### config.mk
export PLATFORM = sky130hd
export DESIGN_NAME = lif_delay_ring
export DESIGN_NICKNAME = d
export VERILOG_FILES = /design/src/hdl/lif_delay_ring.sv
export SDC_FILE = /design/constraint.sdc
export NUM_CORES = 1
export LEC_CHECK = 0
export BUFFER_PORTS_ARGS = -buffer_cell sky130_fd_sc_hd__clkbuf_2
export CAP_MARGIN = 20
export CORE_ASPECT_RATIO = 0.5
export CORE_UTILIZATION = 38
export DETAILED_ROUTE_END_ITERATION = 12
export PLACE_DENSITY = 0.49
export SYNTH_ARGS = -nofsm -noshare
export SYNTH_HDL_FRONTEND = slang
export SYNTH_SLANG_ARGS = --single-unit
### constraint.sdc
create_clock -name clk -period 3.6 [get_ports clk]
set_input_delay 1.08 -clock clk [delete_from_list [all_inputs] [get_ports clk]]
set_output_delay 1.08 -clock clk [all_outputs]
set_load 0.01 [all_outputs]
### src/hdl/lif_delay_ring.sv
// ----------------------------------------------------------------------------
// LIF delay ring
// Slot memory with one write and one registered read port, write-to-read
// forwarding and a zeroing sweep after reset.
// ----------------------------------------------------------------------------
module lif_delay_ring
#(
    parameter int RING_DEPTH = 16,
    parameter int AW         = 4
)
(
    input  logic                clk,
    input  logic                rst_n,
    input  logic                rd_en,
    input  logic [AW-1:0]       rd_addr,
    input  logic                wr_en,
    input  logic [AW-1:0]       wr_addr,
    input  logic signed [31:0]  wr_data,
    output logic signed [31:0]  rd_data,
    output logic                clearing
);

    logic signed [31:0] mem [RING_DEPTH];
    logic signed [31:0] rd_data_reg;
    logic               clear_reg;
    logic [AW-1:0]      clear_addr_reg;
    logic               we;
    logic [AW-1:0]      waddr;
    logic signed [31:0] wdata;

    always_ff @(posedge clk or negedge rst_n)
    begin
        if (!rst_n)
        begin
            clear_reg      <= 1'b1;
            clear_addr_reg <= '0;
        end
        else if (clear_reg)
        begin
            clear_addr_reg <= clear_addr_reg + AW'(1);
            if (clear_addr_reg == AW'(RING_DEPTH - 1))
            begin
                clear_reg <= 1'b0;
            end
        end
    end

    assign we    = clear_reg || wr_en;
    assign waddr = clear_reg ? clear_addr_reg : wr_addr;
    assign wdata = clear_reg ? 32'sd0 : wr_data;

    always_ff @(posedge clk)
    begin
        if (we)
        begin
            mem[waddr] <= wdata;
        end
        if (rd_en)
        begin
            if (we && (waddr == rd_addr))
            begin
                rd_data_reg <= wdata;
            end
            else
            begin
                rd_data_reg <= mem[rd_addr];
            end
        end
    end

    assign rd_data  = rd_data_reg;
    assign clearing = clear_reg;

    a_no_access_while_clearing : assert property (@(posedge clk) disable iff (!rst_n)
        clear_reg |-> (!rd_en && !wr_en))
        else $error("delay ring accessed during the zeroing sweep");

endmodule

==> flow_summary.toml <==
[status]
outcome = "completed"

[setup_path]
crit_slowest_cell = "dfstp_2"
end_kind = "primary output"
cp_data_required_time_ps = 2520
cp_max_fo = 20
crit_family = "flip-flops"
cpPeakStageDelay_ps = 750
path_buf_inv = 2
worst_setup_path_start_kind = "register"
worstPathArrival_ps = 1800
path_cells = "buf_4 -> clkbuf_2"
critPathKind = "reg2out"

[routing]
wl_per_cell_um = 27.12
drt-total-wl_um = 50760
drt_iter0_markers = 1192
avgViaCountPerCell = 5.377
via_count = 10066
remaining_drc_errors = 0
first_pass_iters = 5
ant_nets = 0

[floorplanning]
fp.dieArea_um2 = 56730
die_h_um = 168.9
top_level_ports = 77
core_um2 = 54350
die_x_um = 335.8
rows = 60
floorplan.initialDensity = 0.3896

[synthesis]
netlist_instances = 957
ys_seq_elements = 549
ys_top_cells_by_area = "edfxtp_1 (77%), mux4_2 (14%), a22oi_1 (2.2%)"
ys.flop_type = "edfxtp_1"
synth-warning-count = 0
syn-num-nets = 1002
synth.distinct_cells = 31
syn_area_um2 = 21170
synth_top_cell_by_area = "edfxtp_1"
synth_edf_count = 544
yosysSeqAreaShare = 0.7775
yosysTopAreaCellShare = 0.7715
avgSynthCellArea_um2 = 22.13
async_flop_share = 0.009107

[power_and_ir_drop]
power.leakage_nw = 7.888
irDropWorstVdd_mv = 0.3501
powerDensity_nw_per_um2 = 527.8

[final_layout]
regArea_um2 = 16460
largest_reg_flops = 512
multi_input_area_um2 = 4559
syn_to_final_growth_pct = 15.93
final_common_cell = "edfxtp_1"
final_util = 0.4516
drive_gt1_frac = 0.3351
fin_cells = 1872
finalNetCount = 1133
most-common-layout-cells = "edfxtp_1 (544), mux4_2 (128), clkbuf_2 (74)"
fillCellCount = 4643
diodes = 0

[clock_tree]
clk_latency_ps = 570
cts_buffers = 50
clkTransAtPathRegs_ps = 70
cts_hold_buffers = 0
cts_buffer_depth = 3
cts_sinks = 549
cts_root_buf = "clkbuf_16"
postCtsSetupBuffers = 0
h-tree-depth = 2
cts_tree = "built"
cts_resized = 0

[sta]
grt_setup_unrepaired = "no"
finalHoldViolations = 0
finClkSkew_ps = 16.30
worst_slew_pin_slew_ps = 1084
period_needed_ps = 2877
maxSlewHeadroom = 0.2771
tns_ps = 0
worst_slack_ps = 723.0
setup_viol = 0
slew_violations = 0
fin_crit_sh = 0.7992
max_freq_ghz = 0.3476

[run]
drv_cap = 0

[place]
place_congestion = 0.7031
pre_cts_slack_ps = 517.3
port_buffers = 76
dp_hpwl_um = 26500
place_inst = 1777

[global_routing]
track_usage = 0.1831
first_global_vias = 10780
grt_max_degree = 46
grt_pass1_wl_um = 74210
grt_overflow = 0
antenna_found_initial = 0

[worst_hold_path]
hold_class = "in2async"
-- stage by stage --
step / cell area [um^2] / total power, mW / hold slack [ps]
3_3_place_gp: 23020 / 8.077 / 541.8
5_1_grt: 24550 / 13.39 / 302.1
6_report: 24550 / 12.96 / 314.2
4_1_cts: 24520 / 13.09 / 297.3
3_5_place_dp: 23020 / 8.093 / 558.2
2_1_floorplan: 21170 / 7.774 / 508.8
-- synthesized netlist by cell type (all sizes together), types with 2 or more instances --
master,number
nand2,36
mux4,128
nand3,6
xor2,4
and3,2
inv,2
and2,2
nor2b,38
a22oi,63
mux2,33
o32a,3
buf,24
nand4,2
xnor2,2
clkbuf,30
dfrtp,4
a31oi,3
edfxtp,544
nor2,22
-- cell type report --
class                      instances  share of cell area
clock buffer                      63             0.05383
clock inverter                    29            0.007238
inverter                           2           0.0003058
multi-input combinational        352              0.1857
sequential                       549              0.6706
tap                              744             0.03792
timing repair buffer             133             0.04434
-- layer usage --
metal | share of wire | global-route usage | up-vias
met5 | 0 | 0 | -
met4 | 0.013 | 0.03375 | 0
met3 | 0.043 | 0.02749 | 54
met2 | 0.47 | 0.2911 | 211
met1 | 0.47 | 0.2705 | 5513
li1 | - | - | 4288
-- power breakdown --
part           switching, mW  internal [mW]  leakage, nW  total [mW]
Combinational          0.434          0.320         2.14       0.754
Clock                   2.29           2.73        0.737        5.02
Sequential            0.0278           7.16         5.01        7.18
-- worst reg2reg max path, delay by kind of cell (launching register included) --
kind	cells	cell delay, ps
DFF	1	750
buffers and inverters	2	770
AOI/OAI and AO/OA	1	530
and+or+nand+nor	1	140
-- logic make-up after synthesis --
kind of cell	share of synthesized area
xor gates and xnor gates	0.002482
and+or+nand+nor	0.02500
adders and majority gates	0.0005908
DFF	0.7775
AOI/OAI and AO/OA	0.02630
muxes	0.1542
buffers and inverters	0.01400
-- path summary, 6_finish.rpt --
kind	cells after the start	startpoint	to	slack, ps
worst max-delay path	2	clearing	clearing	720
min in group clk	1	clear_addr_reg[0]	clear_addr_reg[0]	570
worst min-delay path	1	rst_n	clear_addr_reg[3]	310
worst max register to register	4	clearing	mem[1][18]	970
worst min register to register	1	clear_addr_reg[0]	clear_addr_reg[0]	570
max in group asynchronous	1	rst_n	clearing	3070
No activity file was read; power rests on OpenSTA's default activity.
