File: src/hdl/lif_pkg.sv
// ----------------------------------------------------------------------------
// LIF neuron package
// Types, register codes and reset values shared by the LIF neuron modules.
// ----------------------------------------------------------------------------
package lif_pkg;

    localparam int CFG_IDX_W = 3;
    localparam int NOISE_W   = 41;
    localparam int DRIVE_W   = 39;

    typedef enum logic [CFG_IDX_W-1:0] {
        CFG_DECAY_FACTOR     = 3'd0,
        CFG_INPUT_GAIN       = 3'd1,
        CFG_INPUT_CURRENT    = 3'd2,
        CFG_SPIKE_THRESHOLD  = 3'd3,
        CFG_RESET_POTENTIAL  = 3'd4,
        CFG_REFRACTORY_STEPS = 3'd5,
        CFG_NOISE_ENABLE     = 3'd6,
        CFG_NOISE_WEIGHT     = 3'd7
    } cfg_reg_e;

    localparam logic CMD_TICK    = 1'b0;
    localparam logic CMD_RECEIVE = 1'b1;

    localparam logic [16:0]        RST_DECAY_FACTOR     = 17'd65209;
    localparam logic [21:0]        RST_INPUT_GAIN       = 22'd6537;
    localparam logic signed [31:0] RST_INPUT_CURRENT    = 32'sd0;
    localparam logic signed [31:0] RST_SPIKE_THRESHOLD  = 32'sd1310720;
    localparam logic signed [31:0] RST_RESET_POTENTIAL  = 32'sd655360;
    localparam logic [15:0]        RST_REFRACTORY_STEPS = 16'd20;
    localparam logic               RST_NOISE_ENABLE     = 1'b1;
    localparam logic signed [31:0] RST_NOISE_WEIGHT     = 32'sd6554;

    typedef struct packed {
        logic               cmd;
        logic [7:0]         noise_count;
        logic [31:0]        arrival_time;
        logic signed [31:0] weight;
    } in_item_t;

    typedef struct packed {
        logic               spiked;
        logic signed [31:0] potential_out;
        logic [31:0]        spike_total;
        logic [31:0]        last_spike_step;
    } out_item_t;

    typedef struct packed {
        logic [16:0]               decay_factor;
        logic signed [DRIVE_W-1:0] drive_term;
        logic signed [31:0]        spike_threshold;
        logic signed [31:0]        reset_potential;
        logic [15:0]               refractory_steps;
        logic                      noise_enable;
        logic signed [31:0]        noise_weight;
    } cfg_t;

    typedef struct packed {
        logic                      cmd;
        logic signed [31:0]        weight;
        logic signed [NOISE_W-1:0] noise_term;
        logic [31:0]               step;
    } stage_t;

endpackage

File: src/hdl/lif_front.sv
// ----------------------------------------------------------------------------
// LIF front stage
// Registers each accepted item with its noise term, step index and slot
// quotient, and forms the ring slot address for the memory read.
// ----------------------------------------------------------------------------
module lif_front
#(
    parameter int RING_DEPTH = 16,
    parameter int AW         = 4
)
(
    input  logic                 clk,
    input  logic                 rst_n,
    input  logic                 adv,
    input  logic                 accept,
    input  lif_pkg::in_item_t    in_item,
    input  lif_pkg::cfg_t        cfg,
    output logic                 s0_valid,
    output lif_pkg::stage_t      s0_stage,
    output logic [AW-1:0]        s0_addr
);

    localparam int          SH    = 32 + AW;
    localparam logic [63:0] RECIP = ((64'd1 << SH) + 64'(RING_DEPTH) - 64'd1)
                                    / 64'(RING_DEPTH);

    logic                s0_valid_reg;
    lif_pkg::stage_t     s0_reg;
    logic [31:0]         s0_arrival_reg;
    logic [31:0]         s0_quot_reg;
    logic [AW-1:0]       s0_tslot_reg;
    logic [31:0]         step_reg;
    logic [AW-1:0]       tslot_reg;
    logic                tick_acc;
    logic [64:0]         quot_prod;
    logic [31:0]         quot;
    logic signed [lif_pkg::NOISE_W-1:0] noise_prod;
    logic [41:0]         back_prod;
    logic [31:0]         rem_raw;
    logic [31:0]         rem;

    assign tick_acc = accept && (in_item.cmd == lif_pkg::CMD_TICK);

    always_ff @(posedge clk or negedge rst_n)
    begin
        if (!rst_n)
        begin
            s0_valid_reg <= 1'b0;
            step_reg     <= '0;
            tslot_reg    <= '0;
        end
        else
        begin
            if (adv)
            begin
                s0_valid_reg <= accept;
            end
            if (tick_acc)
            begin
                step_reg <= step_reg + 32'd1;
                if (tslot_reg == AW'(RING_DEPTH - 1))
                begin
                    tslot_reg <= '0;
                end
                else
                begin
                    tslot_reg <= tslot_reg + AW'(1);
                end
            end
        end
    end

    assign quot_prod  = 65'(in_item.arrival_time) * 65'(RECIP[32:0]);
    assign quot       = 32'(quot_prod >> SH);
    assign noise_prod = $signed({1'b0, (cfg.noise_enable ? in_item.noise_count : 8'd0)})
                        * cfg.noise_weight;

    always_ff @(posedge clk)
    begin
        if (adv && accept)
        begin
            s0_reg.cmd        <= in_item.cmd;
            s0_reg.weight     <= in_item.weight;
            s0_reg.noise_term <= noise_prod;
            s0_reg.step       <= step_reg;
            s0_arrival_reg    <= in_item.arrival_time;
            s0_quot_reg       <= quot;
            s0_tslot_reg      <= tslot_reg;
        end
    end

    assign back_prod = 42'(s0_quot_reg) * 42'(RING_DEPTH);
    assign rem_raw   = s0_arrival_reg - back_prod[31:0];
    assign rem       = (rem_raw >= 32'(RING_DEPTH)) ? rem_raw - 32'(RING_DEPTH) : rem_raw;

    assign s0_valid = s0_valid_reg;
    assign s0_stage = s0_reg;
    assign s0_addr  = (s0_reg.cmd == lif_pkg::CMD_RECEIVE) ? rem[AW-1:0] : s0_tslot_reg;

endmodule

File: config.mk
export PLATFORM = sky130hd
export DESIGN_NAME = lif_front
export DESIGN_NICKNAME = d
export VERILOG_FILES = /design/src/hdl/lif_pkg.sv /design/src/hdl/lif_front.sv
export SDC_FILE = /design/constraint.sdc
export NUM_CORES = 1
export LEC_CHECK = 0
export BUFFER_PORTS_ARGS = -buffer_cell sky130_fd_sc_hd__buf_2
export CORE_MARGIN = 3
export CORE_UTILIZATION = 45
export CTS_BUF_LIST = sky130_fd_sc_hd__clkbuf_8
export DETAILED_ROUTE_END_ITERATION = 6
export GPL_TIMING_DRIVEN = 0
export PLACE_DENSITY = 0.69
export SLEW_MARGIN = 30
export SYNTH_ARGS = -nofsm -noshare
export SYNTH_HDL_FRONTEND = slang
export SYNTH_SLANG_ARGS = --single-unit
export TNS_END_PERCENT = 50
File: constraint.sdc
create_clock -name clk -period 5.1 [get_ports clk]
set_clock_uncertainty 0.15 [all_clocks]
set_input_delay 0.51 -clock clk [delete_from_list [all_inputs] [get_ports clk]]
set_output_delay 0.51 -clock clk [all_outputs]
set_load 0.02 [all_outputs]
==> results.py <==
metrics = {
    "run_status": {
        "status": "finished clean",
    },
    "timing": {
        "worstMarginPinSlew_ns": 0.841,
        "fin_tns_setup_ns": 0,
        "min_period_over_period_pct": 98.3,
        "rsz0062_at_grt": "yes",
        "clock.fmax_mhz": 199,
        "setup_viol": 0,
        "max-slew-margin-rel_pct": 43.9,
        "final_max_slew_viol_count": 0,
        "period_minus_slack_ns": 5.01,
        "finalHoldViolations": 0,
    },
    "floorplan": {
        "die_height_um": 184,
        "rows": 64,
        "core-area_mm2": 0.0308,
        "die_w_um": 184,
        "pin_count": 357,
        "start_util_pct": 46.1,
        "die_area_mm2": 0.0337,
    },
    "detailed_routing": {
        "wl_per_cell_um": 17.5,
        "ant_nets": 0,
        "drcViolationCount": 0,
        "avgViaCountPerCell": 5.32,
        "vias": 10599,
        "drt_iter0_drc": 654,
        "routed_wl_um": 35000,
        "dr.pass1.iters": 5,
    },
    "logic_synthesis": {
        "synth_edf_count": 114,
        "syn-cell-area_mm2": 0.0142,
        "synth-seq-area-share_pct": 30.6,
        "avgSynthCellArea_um2": 10.5,
        "ys.flop_type": "edfxtp_1",
        "ys_types": 59,
        "yosys_register_bits": 151,
        "syn_inst": 1347,
        "synth_fp_nets": 1875,
        "yosys_warnings": 0,
        "async_flop_share_pct": 24.5,
    },
    "power_and_ir_drop": {
        "power_density_mw_per_mm2": 331,
        "totalPowerFinal_mw": 5.68,
        "ir_drop_uv": 261,
        "leakage_nw": 8.80,
    },
    "clock_tree": {
        "clk_path_buf_depth": 2,
        "clk_pin_slew_ns": 0.10,
        "cts_tree": "yes",
        "htree_levels": 4,
        "clk_latency_ns": 0.47,
        "clock_sinks": 151,
        "cts_root_buffer": "clkbuf_8",
        "cts_made_buffers": 17,
    },
    "final_layout": {
        "final_cells": 1994,
        "nNetsFinal": 2111,
        "final_common_cell": "inv_1",
        "area_delta_synth_final_pct": 20.9,
        "most-common-layout-cells": "inv_1, fa_1, buf_2",
        "drive_gt1_share_pct": 24.7,
        "fill_cells": 2637,
        "largest_register_ffs": 106,
    },
    "critical_path": {
        "setup.worst_path.start": "cfg[32]",
        "critical_path_class": "in -> reg",
        "slowest_stage": "fa_1",
        "required_ns": 5.18,
        "cp_top_family": "adder cells",
        "cpPeakStageDelay_ns": 0.54,
        "cp_common_cell": "fa_1",
        "arrival_ns": 5.10,
        "critPathBufInv": 6,
        "crit_fanout": 8,
        "critical_path.endpoint_type": "flop",
        "crit_chain": "clkbuf_16 -> and2_4 -> buf_12 -> buf_12 -> nand2_4 -> fa_1 -> inv_2 -> fa_1 -> fa_1 -> inv_1 -> fa_1 -> inv_2 -> ha_4 -> a21o_1 -> a221oi_4 -> o21ai_4 -> o311ai_4 -> a21oi_2 -> a211oi_2 -> xnor2_1",
        "start_kind": "primary input",
        "r2r_start": "step_reg[12]",
    },
    "worst_hold_path": {
        "worstHoldStart": "in_item[35]",
        "worst_hold_path_type": "in -> reg",
    },
    "global_route": {
        "grt_pass1_wl_um": 56700,
        "grt_pass1_vias": 11089,
        "antenna_found_initial": 3,
        "grtUsageTotal_pct": 21.2,
        "grt_max_degree": 48,
        "grt_overflow_total": 0,
    },
    "placed_design": {
        "routabilityCongestion": 0.895,
        "hpwl_um": 27600,
        "io_buffers": 190,
        "placed_cells": 1935,
    },
    "flow_run": {
        "maxCapViolations": 0,
    },
}
## per-layer routing
| metal | GRT usage, % | up-vias | share of wire (%) |
|---|---|---|---|
| met5 | 0 | - | 0.020 |
| met4 | 7.22 | 2 | 2.2 |
| met3 | 4.47 | 55 | 7.7 |
| met2 | 34.8 | 434 | 47 |
| met1 | 28.3 | 5265 | 43 |
| li1 | - | 4843 | - |
## where the power goes
part / internal (mW) / total, mW / leakage [nW] / switching, mW
sequential: 1.59 / 1.67 / 1.60 / 0.0769
combinational: 1.31 / 3.10 / 7.00 / 1.79
clock: 0.368 / 0.915 / 0.200 / 0.547
## cell usage after synthesis, types with 3 or more instances
cell | number | area, µm²
a311oi_1 | 5 | 43.8
o21bai_1 | 4 | 30.0
a31oi_1 | 3 | 18.8
nor2_1 | 20 | 75.1
nand2b_1 | 3 | 18.8
o21a_1 | 4 | 30.0
nor3_1 | 5 | 25.0
or3_1 | 3 | 18.8
and2_1 | 9 | 56.3
inv_1 | 265 | 995
and3_1 | 163 | 1020
nand3_1 | 28 | 140
buf_2 | 4 | 20.0
mux2_2 | 5 | 56.3
edfxtp_1 | 114 | 3420
ha_1 | 84 | 1050
nand2_1 | 144 | 541
clkbuf_1 | 49 | 184
fa_1 | 198 | 3960
and4_1 | 5 | 43.8
nor2b_1 | 4 | 25.0
a21oi_1 | 33 | 165
xor2_1 | 20 | 175
xnor2_1 | 49 | 429
nand4_1 | 10 | 62.6
dfrtp_1 | 37 | 926
o21ai_0 | 20 | 100
a21o_1 | 21 | 158
## path summary, 6_finish.rpt
path                                      to  slack [ns]  cells after the start
max                             s0_stage[68]        0.09                     20
min                        s0_arrival_reg[3]        0.06                      1
max reg2reg                     step_reg[28]        2.89                      7
min reg2reg                     step_reg[31]        0.32                      1
max in group asynchronous       step_reg[28]        3.75                      2
min in group asynchronous       step_reg[20]        0.52                      2
## cells by family after synthesis
| family | Yosys count | synth area share [%] |
|---|---|---|
| fa+ha+maj | 282 | 35.3 |
| compound gates | 117 | 6.01 |
| flops | 151 | 30.6 |
| xor+xnor | 69 | 4.26 |
| simple gates | 404 | 14.9 |
| mux | 6 | 0.467 |
| buf+inv | 318 | 8.44 |
## stage by stage
stage	worst slack, ns	hold slack (ns)	instance area [µm²]	util, %
after floorplan	-0.00784	0.0644	14700	-
after global placement	-0.618	0.302	16100	52.3
after detailed placement	-0.663	0.307	16200	52.5
after CTS	0.00958	0.00354	16600	54.0
after global routing	-0.0342	0.0171	17200	55.7
final	0.0862	0.0611	17200	55.7
## what timing repair did
| item | CTS | global route |
|---|---|---|
| resized for setup | 12 | 120 |
| pin swaps | 5 | 54 |
| gates cloned | 0 | 3 |
| hold buffers | 1 | 0 |
| setup endpoints to repair | 14 | 18 |
| hold endpoints to repair | 37 | 0 |
| setup buffers | 2 | 22 |
## cell type report
cell class,count,area [µm²],area share (%)
diodes,2,5.00,0.0292
plain buffers,50,480,2.80
clock buffers,17,234,1.36
clock inverters,15,160,0.933
inverters,265,995,5.80
multi-input cells,878,9150,53.3
flip-flops and latches,151,4350,25.3
well taps,396,495,2.89
repair buffers,220,1290,7.54
Power figures use the tool's default switching activity.
