### config.mk
export PLATFORM = sky130hd
export DESIGN_NAME = lif_update
export DESIGN_NICKNAME = d
export VERILOG_FILES = /design/src/hdl/lif_pkg.sv /design/src/hdl/lif_update.sv
export SDC_FILE = /design/constraint.sdc
export NUM_CORES = 2
export LEC_CHECK = 0
export BUFFER_PORTS_ARGS = -buffer_cell sky130_fd_sc_hd__buf_2
export CORE_ASPECT_RATIO = 0.6
export CORE_UTILIZATION = 52
export DETAILED_ROUTE_END_ITERATION = 8
export PLACE_DENSITY = 0.73
export SLEW_MARGIN = 20
export SYNTH_ARGS = -nofsm -noshare
export SYNTH_HDL_FRONTEND = slang
export SYNTH_SLANG_ARGS = --single-unit
export TNS_END_PERCENT = 5
### constraint.sdc
create_clock -name clk -period 14.6 [get_ports clk]
set_clock_uncertainty 0.1 [all_clocks]
set_input_delay 2.19 -clock clk [delete_from_list [all_inputs] [get_ports clk]]
set_output_delay 2.19 -clock clk [all_outputs]
set_load 0.01 [all_outputs]
### src/hdl/lif_pkg.sv
// ----------------------------------------------------------------------------
// LIF neuron package
// Types, register codes and reset values shared by the LIF neuron modules.
// ----------------------------------------------------------------------------
package lif_pkg;

    localparam int CFG_IDX_W = 3;
    localparam int NOISE_W   = 41;
    localparam int DRIVE_W   = 39;

    typedef enum logic [CFG_IDX_W-1:0] {
        CFG_DECAY_FACTOR     = 3'd0,
        CFG_INPUT_GAIN       = 3'd1,
        CFG_INPUT_CURRENT    = 3'd2,
        CFG_SPIKE_THRESHOLD  = 3'd3,
        CFG_RESET_POTENTIAL  = 3'd4,
        CFG_REFRACTORY_STEPS = 3'd5,
        CFG_NOISE_ENABLE     = 3'd6,
        CFG_NOISE_WEIGHT     = 3'd7
    } cfg_reg_e;

    localparam logic CMD_TICK    = 1'b0;
    localparam logic CMD_RECEIVE = 1'b1;

    localparam logic [16:0]        RST_DECAY_FACTOR     = 17'd65209;
    localparam logic [21:0]        RST_INPUT_GAIN       = 22'd6537;
    localparam logic signed [31:0] RST_INPUT_CURRENT    = 32'sd0;
    localparam logic signed [31:0] RST_SPIKE_THRESHOLD  = 32'sd1310720;
    localparam logic signed [31:0] RST_RESET_POTENTIAL  = 32'sd655360;
    localparam logic [15:0]        RST_REFRACTORY_STEPS = 16'd20;
    localparam logic               RST_NOISE_ENABLE     = 1'b1;
    localparam logic signed [31:0] RST_NOISE_WEIGHT     = 32'sd6554;

    typedef struct packed {
        logic               cmd;
        logic [7:0]         noise_count;
        logic [31:0]        arrival_time;
        logic signed [31:0] weight;
    } in_item_t;

    typedef struct packed {
        logic               spiked;
        logic signed [31:0] potential_out;
        logic [31:0]        spike_total;
        logic [31:0]        last_spike_step;
    } out_item_t;

    typedef struct packed {
        logic [16:0]               decay_factor;
        logic signed [DRIVE_W-1:0] drive_term;
        logic signed [31:0]        spike_threshold;
        logic signed [31:0]        reset_potential;
        logic [15:0]               refractory_steps;
        logic                      noise_enable;
        logic signed [31:0]        noise_weight;
    } cfg_t;

    typedef struct packed {
        logic                      cmd;
        logic signed [31:0]        weight;
        logic signed [NOISE_W-1:0] noise_term;
        logic [31:0]               step;
    } stage_t;

endpackage

### src/hdl/lif_update.sv
// ----------------------------------------------------------------------------
// LIF update stage
// Holds neuron state, applies one item per unstalled cycle and registers results.
// ----------------------------------------------------------------------------
module lif_update
#(
    parameter int AW = 4
)
(
    input  logic                 clk,
    input  logic                 rst_n,
    input  logic                 adv,
    input  logic                 s0_valid,
    input  lif_pkg::stage_t      s0_stage,
    input  logic [AW-1:0]        s0_addr,
    input  logic signed [31:0]   slot_data,
    input  lif_pkg::cfg_t        cfg,
    output logic                 wr_en,
    output logic [AW-1:0]        wr_addr,
    output logic signed [31:0]   wr_data,
    output logic                 out_valid,
    output lif_pkg::out_item_t   out_item
);

    localparam int ACC_W = 44;

    logic                s1_valid_reg;
    lif_pkg::stage_t     s1_reg;
    logic [AW-1:0]       s1_addr_reg;
    logic signed [31:0]  v_reg;
    logic signed [31:0]  v_next;
    logic                refr_reg;
    logic                refr_next;
    logic [15:0]         rcnt_reg;
    logic [15:0]         rcnt_next;
    logic [31:0]         spk_cnt_reg;
    logic [31:0]         spk_cnt_next;
    logic [31:0]         last_reg;
    logic [31:0]         last_next;
    logic                out_valid_reg;
    lif_pkg::out_item_t  out_item_reg;
    logic                fire;
    logic                is_tick;
    logic                spike;
    logic                refr_now;
    logic [15:0]         rcnt_inc;
    logic signed [49:0]  decay_prod;
    logic signed [ACC_W-1:0] acc;
    logic signed [ACC_W-1:0] ring_sum;

    function automatic logic signed [31:0] sat32(input logic signed [ACC_W-1:0] x);
        logic upper_same;
        upper_same = (x[ACC_W-1:31] == '0) || (x[ACC_W-1:31] == '1);
        if (upper_same)
        begin
            return x[31:0];
        end
        return x[ACC_W-1] ? 32'sh8000_0000 : 32'sh7FFF_FFFF;
    endfunction

    assign fire    = s1_valid_reg && adv;
    assign is_tick = (s1_reg.cmd == lif_pkg::CMD_TICK);

    assign decay_prod = $signed({1'b0, cfg.decay_factor}) * v_reg;
    assign acc        = ACC_W'($signed(decay_prod[49:16])) + ACC_W'(cfg.drive_term)
                        + ACC_W'(slot_data) + ACC_W'(s1_reg.noise_term);
    assign ring_sum   = ACC_W'(slot_data) + ACC_W'(s1_reg.weight);
    assign rcnt_inc   = rcnt_reg + 16'd1;
    assign spike      = is_tick && (v_reg > cfg.spike_threshold);
    assign refr_now   = refr_reg || spike;

    always_comb
    begin
        v_next       = v_reg;
        refr_next    = refr_reg;
        rcnt_next    = rcnt_reg;
        spk_cnt_next = spk_cnt_reg;
        last_next    = last_reg;
        wr_en        = 1'b0;
        wr_data      = 32'sd0;
        if (!is_tick)
        begin
            wr_en   = fire;
            wr_data = sat32(ring_sum);
        end
        else
        begin
            if (spike)
            begin
                spk_cnt_next = spk_cnt_reg + 32'd1;
                last_next    = s1_reg.step;
            end
            if (refr_now)
            begin
                if (rcnt_inc > cfg.refractory_steps)
                begin
                    v_next    = cfg.reset_potential;
                    rcnt_next = '0;
                    refr_next = 1'b0;
                end
                else
                begin
                    v_next    = 32'sd0;
                    rcnt_next = rcnt_inc;
                    refr_next = 1'b1;
                end
            end
            else
            begin
                v_next = sat32(acc);
                wr_en  = fire;
            end
        end
    end

    assign wr_addr = s1_addr_reg;

    always_ff @(posedge clk or negedge rst_n)
    begin
        if (!rst_n)
        begin
            s1_valid_reg  <= 1'b0;
            out_valid_reg <= 1'b0;
            v_reg         <= '0;
            refr_reg      <= 1'b0;
            rcnt_reg      <= '0;
            spk_cnt_reg   <= '0;
            last_reg      <= '0;
        end
        else if (adv)
        begin
            s1_valid_reg  <= s0_valid;
            out_valid_reg <= s1_valid_reg;
            if (s1_valid_reg)
            begin
                v_reg       <= v_next;
                refr_reg    <= refr_next;
                rcnt_reg    <= rcnt_next;
                spk_cnt_reg <= spk_cnt_next;
                last_reg    <= last_next;
            end
        end
    end

    always_ff @(posedge clk)
    begin
        if (adv)
        begin
            s1_reg      <= s0_stage;
            s1_addr_reg <= s0_addr;
        end
        if (fire)
        begin
            out_item_reg.spiked          <= spike;
            out_item_reg.potential_out   <= v_next;
            out_item_reg.spike_total     <= spk_cnt_next;
            out_item_reg.last_spike_step <= last_next;
        end
    end

    assign out_valid = out_valid_reg;
    assign out_item  = out_item_reg;

    a_receive_keeps_potential : assert property (@(posedge clk) disable iff (!rst_n)
        (fire && !is_tick) |=> (v_reg == $past(v_reg)))
        else $error("receive item changed the membrane potential");

    a_spike_counts : assert property (@(posedge clk) disable iff (!rst_n)
        (fire && spike) |=> (spk_cnt_reg == $past(spk_cnt_reg) + 32'd1))
        else $error("spike not counted");

    a_refractory_no_ring_write : assert property (@(posedge clk) disable iff (!rst_n)
        (fire && is_tick && refr_reg) |-> !wr_en)
        else $error("ring slot written during a refractory step");

endmodule

==> results.json <==
{
  "busiest_layer": "met1",
  "synth_fp_nets": 5169,
  "yosys.area.top_type_share_pct": 30.6,
  "dieHeight_um": 215,
  "stdcell_area_um2": 43200,
  "use_met3_pct": 12.7,
  "routed_wl_um": 118000,
  "synth.avg_cell_area_um2": 9.80,
  "wire_per_inst_um": 22.2,
  "numCtsBuffers": 28,
  "run_status": "complete, no violations",
  "synth.cell_area_um2": 39300,
  "final-seq-area_um2": 9090,
  "drive_gt1_share_pct": 14.8,
  "max_slew.worst_pin.slew_ns": 1.07,
  "start_kind": "input port",
  "initialDrtViolationCount": 3508,
  "syn_to_final_growth_pct": 9.79,
  "tns_ns": 0,
  "io_buffers": 416,
  "met1_usage_pct": 45.3,
  "grt_pass1_vias": 30600,
  "crit_path_max_fanout": 32,
  "synth_flop_cell": "edfxtp_1",
  "antenna_found_initial": 26,
  "synth.distinct_cells": 88,
  "clock.fmax_ghz": 0.0737,
  "yosys.area.top_type": "fa_1",
  "cts_sinks": 322,
  "cts_tree": "done",
  "clock_latency_ns": 0.60,
  "worst_hold_path_type": "flop to flop",
  "dpl-instance-area_um2": 42200,
  "critPathKind": "input port to flop",
  "via_per_inst": 5.75,
  "synth_edf_count": 207,
  "cts_resized": 0,
  "maxSlewHeadroom_pct": 28.4,
  "ctsHoldBuffers": 0,
  "vias": 30600,
  "dieArea_um2": 76800,
  "cp.required_ns": 14.82,
  "grtUsageMet2_pct": 44.0,
  "synth_area_leaders": "fa_1 (31%), edfxtp_1 (16%), ha_1 (7.6%), dfrtp_1 (7.3%), inv_1 (6.7%)",
  "htreeDepth": 1,
  "cts_root_buffer": "clkbuf_16",
  "worst_setup_path_end_kind": "flop",
  "die_w_um": 357,
  "io_pins": 450,
  "worstPathArrival_ns": 13.79,
  "start_util_pct": 53.0,
  "path_clk_slew_ns": 0.08,
  "setup_viol": 0,
  "cts_setup_buffers": 0,
  "core_area_um2": 74300,
  "period_share_pct": 92.9,
  "filler_cell_count": 6368,
  "dr.pass1.iters": 7,
  "final_common_cell": "inv_1",
  "layout_common_cells": "inv_1 (698), fa_1 (602), nand2_1 (458), buf_2 (414)",
  "drc_errors": 0,
  "cap_violations": 0,
  "grt_pass1_wl_um": 182000,
  "slowest_delay_ns": 0.63,
  "multi_input_area_um2": 26800,
  "core.rowCount": 77,
  "gr-usage-all-layers_pct": 31.2,
  "ys_seq_area_share_pct": 23.1,
  "finalHoldViolCount": 0,
  "synth-warning-count": 0,
  "grt-ovfl-total": 0,
  "crit_slowest_cell": "o41ai_2",
  "hpwl_um": 94400,
  "syn_inst": 4014,
  "largest_reg_flops": 106,
  "place_congestion": 0.952,
  "synth_seq_cells": 322,
  "cts.path.max_buffers": 3,
  "min_period_ns": 13.56,
  "rsz0062_at_grt": "no",
  "crit_top_cell": "fa_1",
  "drtAntennaViolNets": 0,
  "fin_nets": 5455,
  "grt_start_max_net_pins": 74,
  "async_flop_share_pct": 35.7,
  "slew_viol_final": 0
}
## Yosys cell counts, types with 10 or more instances
library cell  count
inv_1           699
xor2_1           63
and2_1          237
a21o_1           56
nand3_1          48
o21ai_1          14
clkbuf_1        172
a211oi_2         27
buf_2            17
a221oi_1         32
nor2_1          147
fa_1            602
a21oi_1         200
nor4_1           27
nand2b_1         10
ha_1            238
o21ai_0          94
dfrtp_1         115
o21bai_1         20
nor2b_1          28
a31oi_1          14
o211ai_1         15
nor3_1           50
and3_1           20
o21a_1           21
edfxtp_1        207
a211o_1          11
nand4_1          32
xnor2_1         106
mux2_2           67
nand2_1         459
a211oi_1         18
o31ai_1          20
## per-stage QoR
stage,hold WS [ns],instances,setup WS (ns),utilization (%)
floorplan,0.361,4014,3.16,-
global placement,0.375,5257,0.775,56.8
detailed placement,0.383,5257,0.805,56.8
CTS,0.401,5309,1.41,58.1
global route,0.419,5310,0.616,58.1
finish,0.400,5317,1.04,58.1
## cell type report
type | instances | share of cell area, %
Multi-Input combinational cell | 2785 | 62.0
Sequential cell | 322 | 21.1
Inverter | 700 | 6.10
Timing Repair Buffer | 463 | 5.68
Tap cell | 987 | 2.86
Clock buffer | 38 | 1.90
Clock inverter | 14 | 0.382
Antenna cell | 8 | 0.0464
## critical path: cells and delay by family
family | cells | cell delay, ns
buffers and inverters | 5 | 1.09
adder cells (fa/ha/maj) | 9 | 4.28
XOR/XNOR | 1 | 0.34
AND/OR/NAND/NOR | 9 | 2.40
AO/OA/AOI/OAI | 12 | 3.44
## final timing paths
check                           startpoint              end  slack [ns]  cells past startpoint
max                               cfg[155]     out_item[69]        1.04                     36
min                        spk_cnt_reg[31]  spk_cnt_reg[31]        0.40                      1
max reg2reg                       v_reg[8]     out_item[69]        2.19                     36
min reg2reg                spk_cnt_reg[31]  spk_cnt_reg[31]        0.40                      1
max in group asynchronous            rst_n     last_reg[16]       11.34                      3
min in group asynchronous            rst_n  spk_cnt_reg[15]        1.29                      1
## routing by layer
layer	share of wire, %	routed length, um
met1	42	50100
met2	41	48500
met3	14	16400
met4	2.3	2710
met5	0.20	231
## kinds of logic after synthesis
| group | synth area share (%) |
|---|---|
| xor+xnor | 3.82 |
| simple gates | 13.5 |
| fa+ha+maj | 38.2 |
| buf+inv | 8.92 |
| mux | 2.08 |
| flops | 23.1 |
| compound gates | 10.3 |
Power is left out: the tool's default activity adds up to more than one toggle a clock period on the data nets, which glitch-free logic cannot reach.
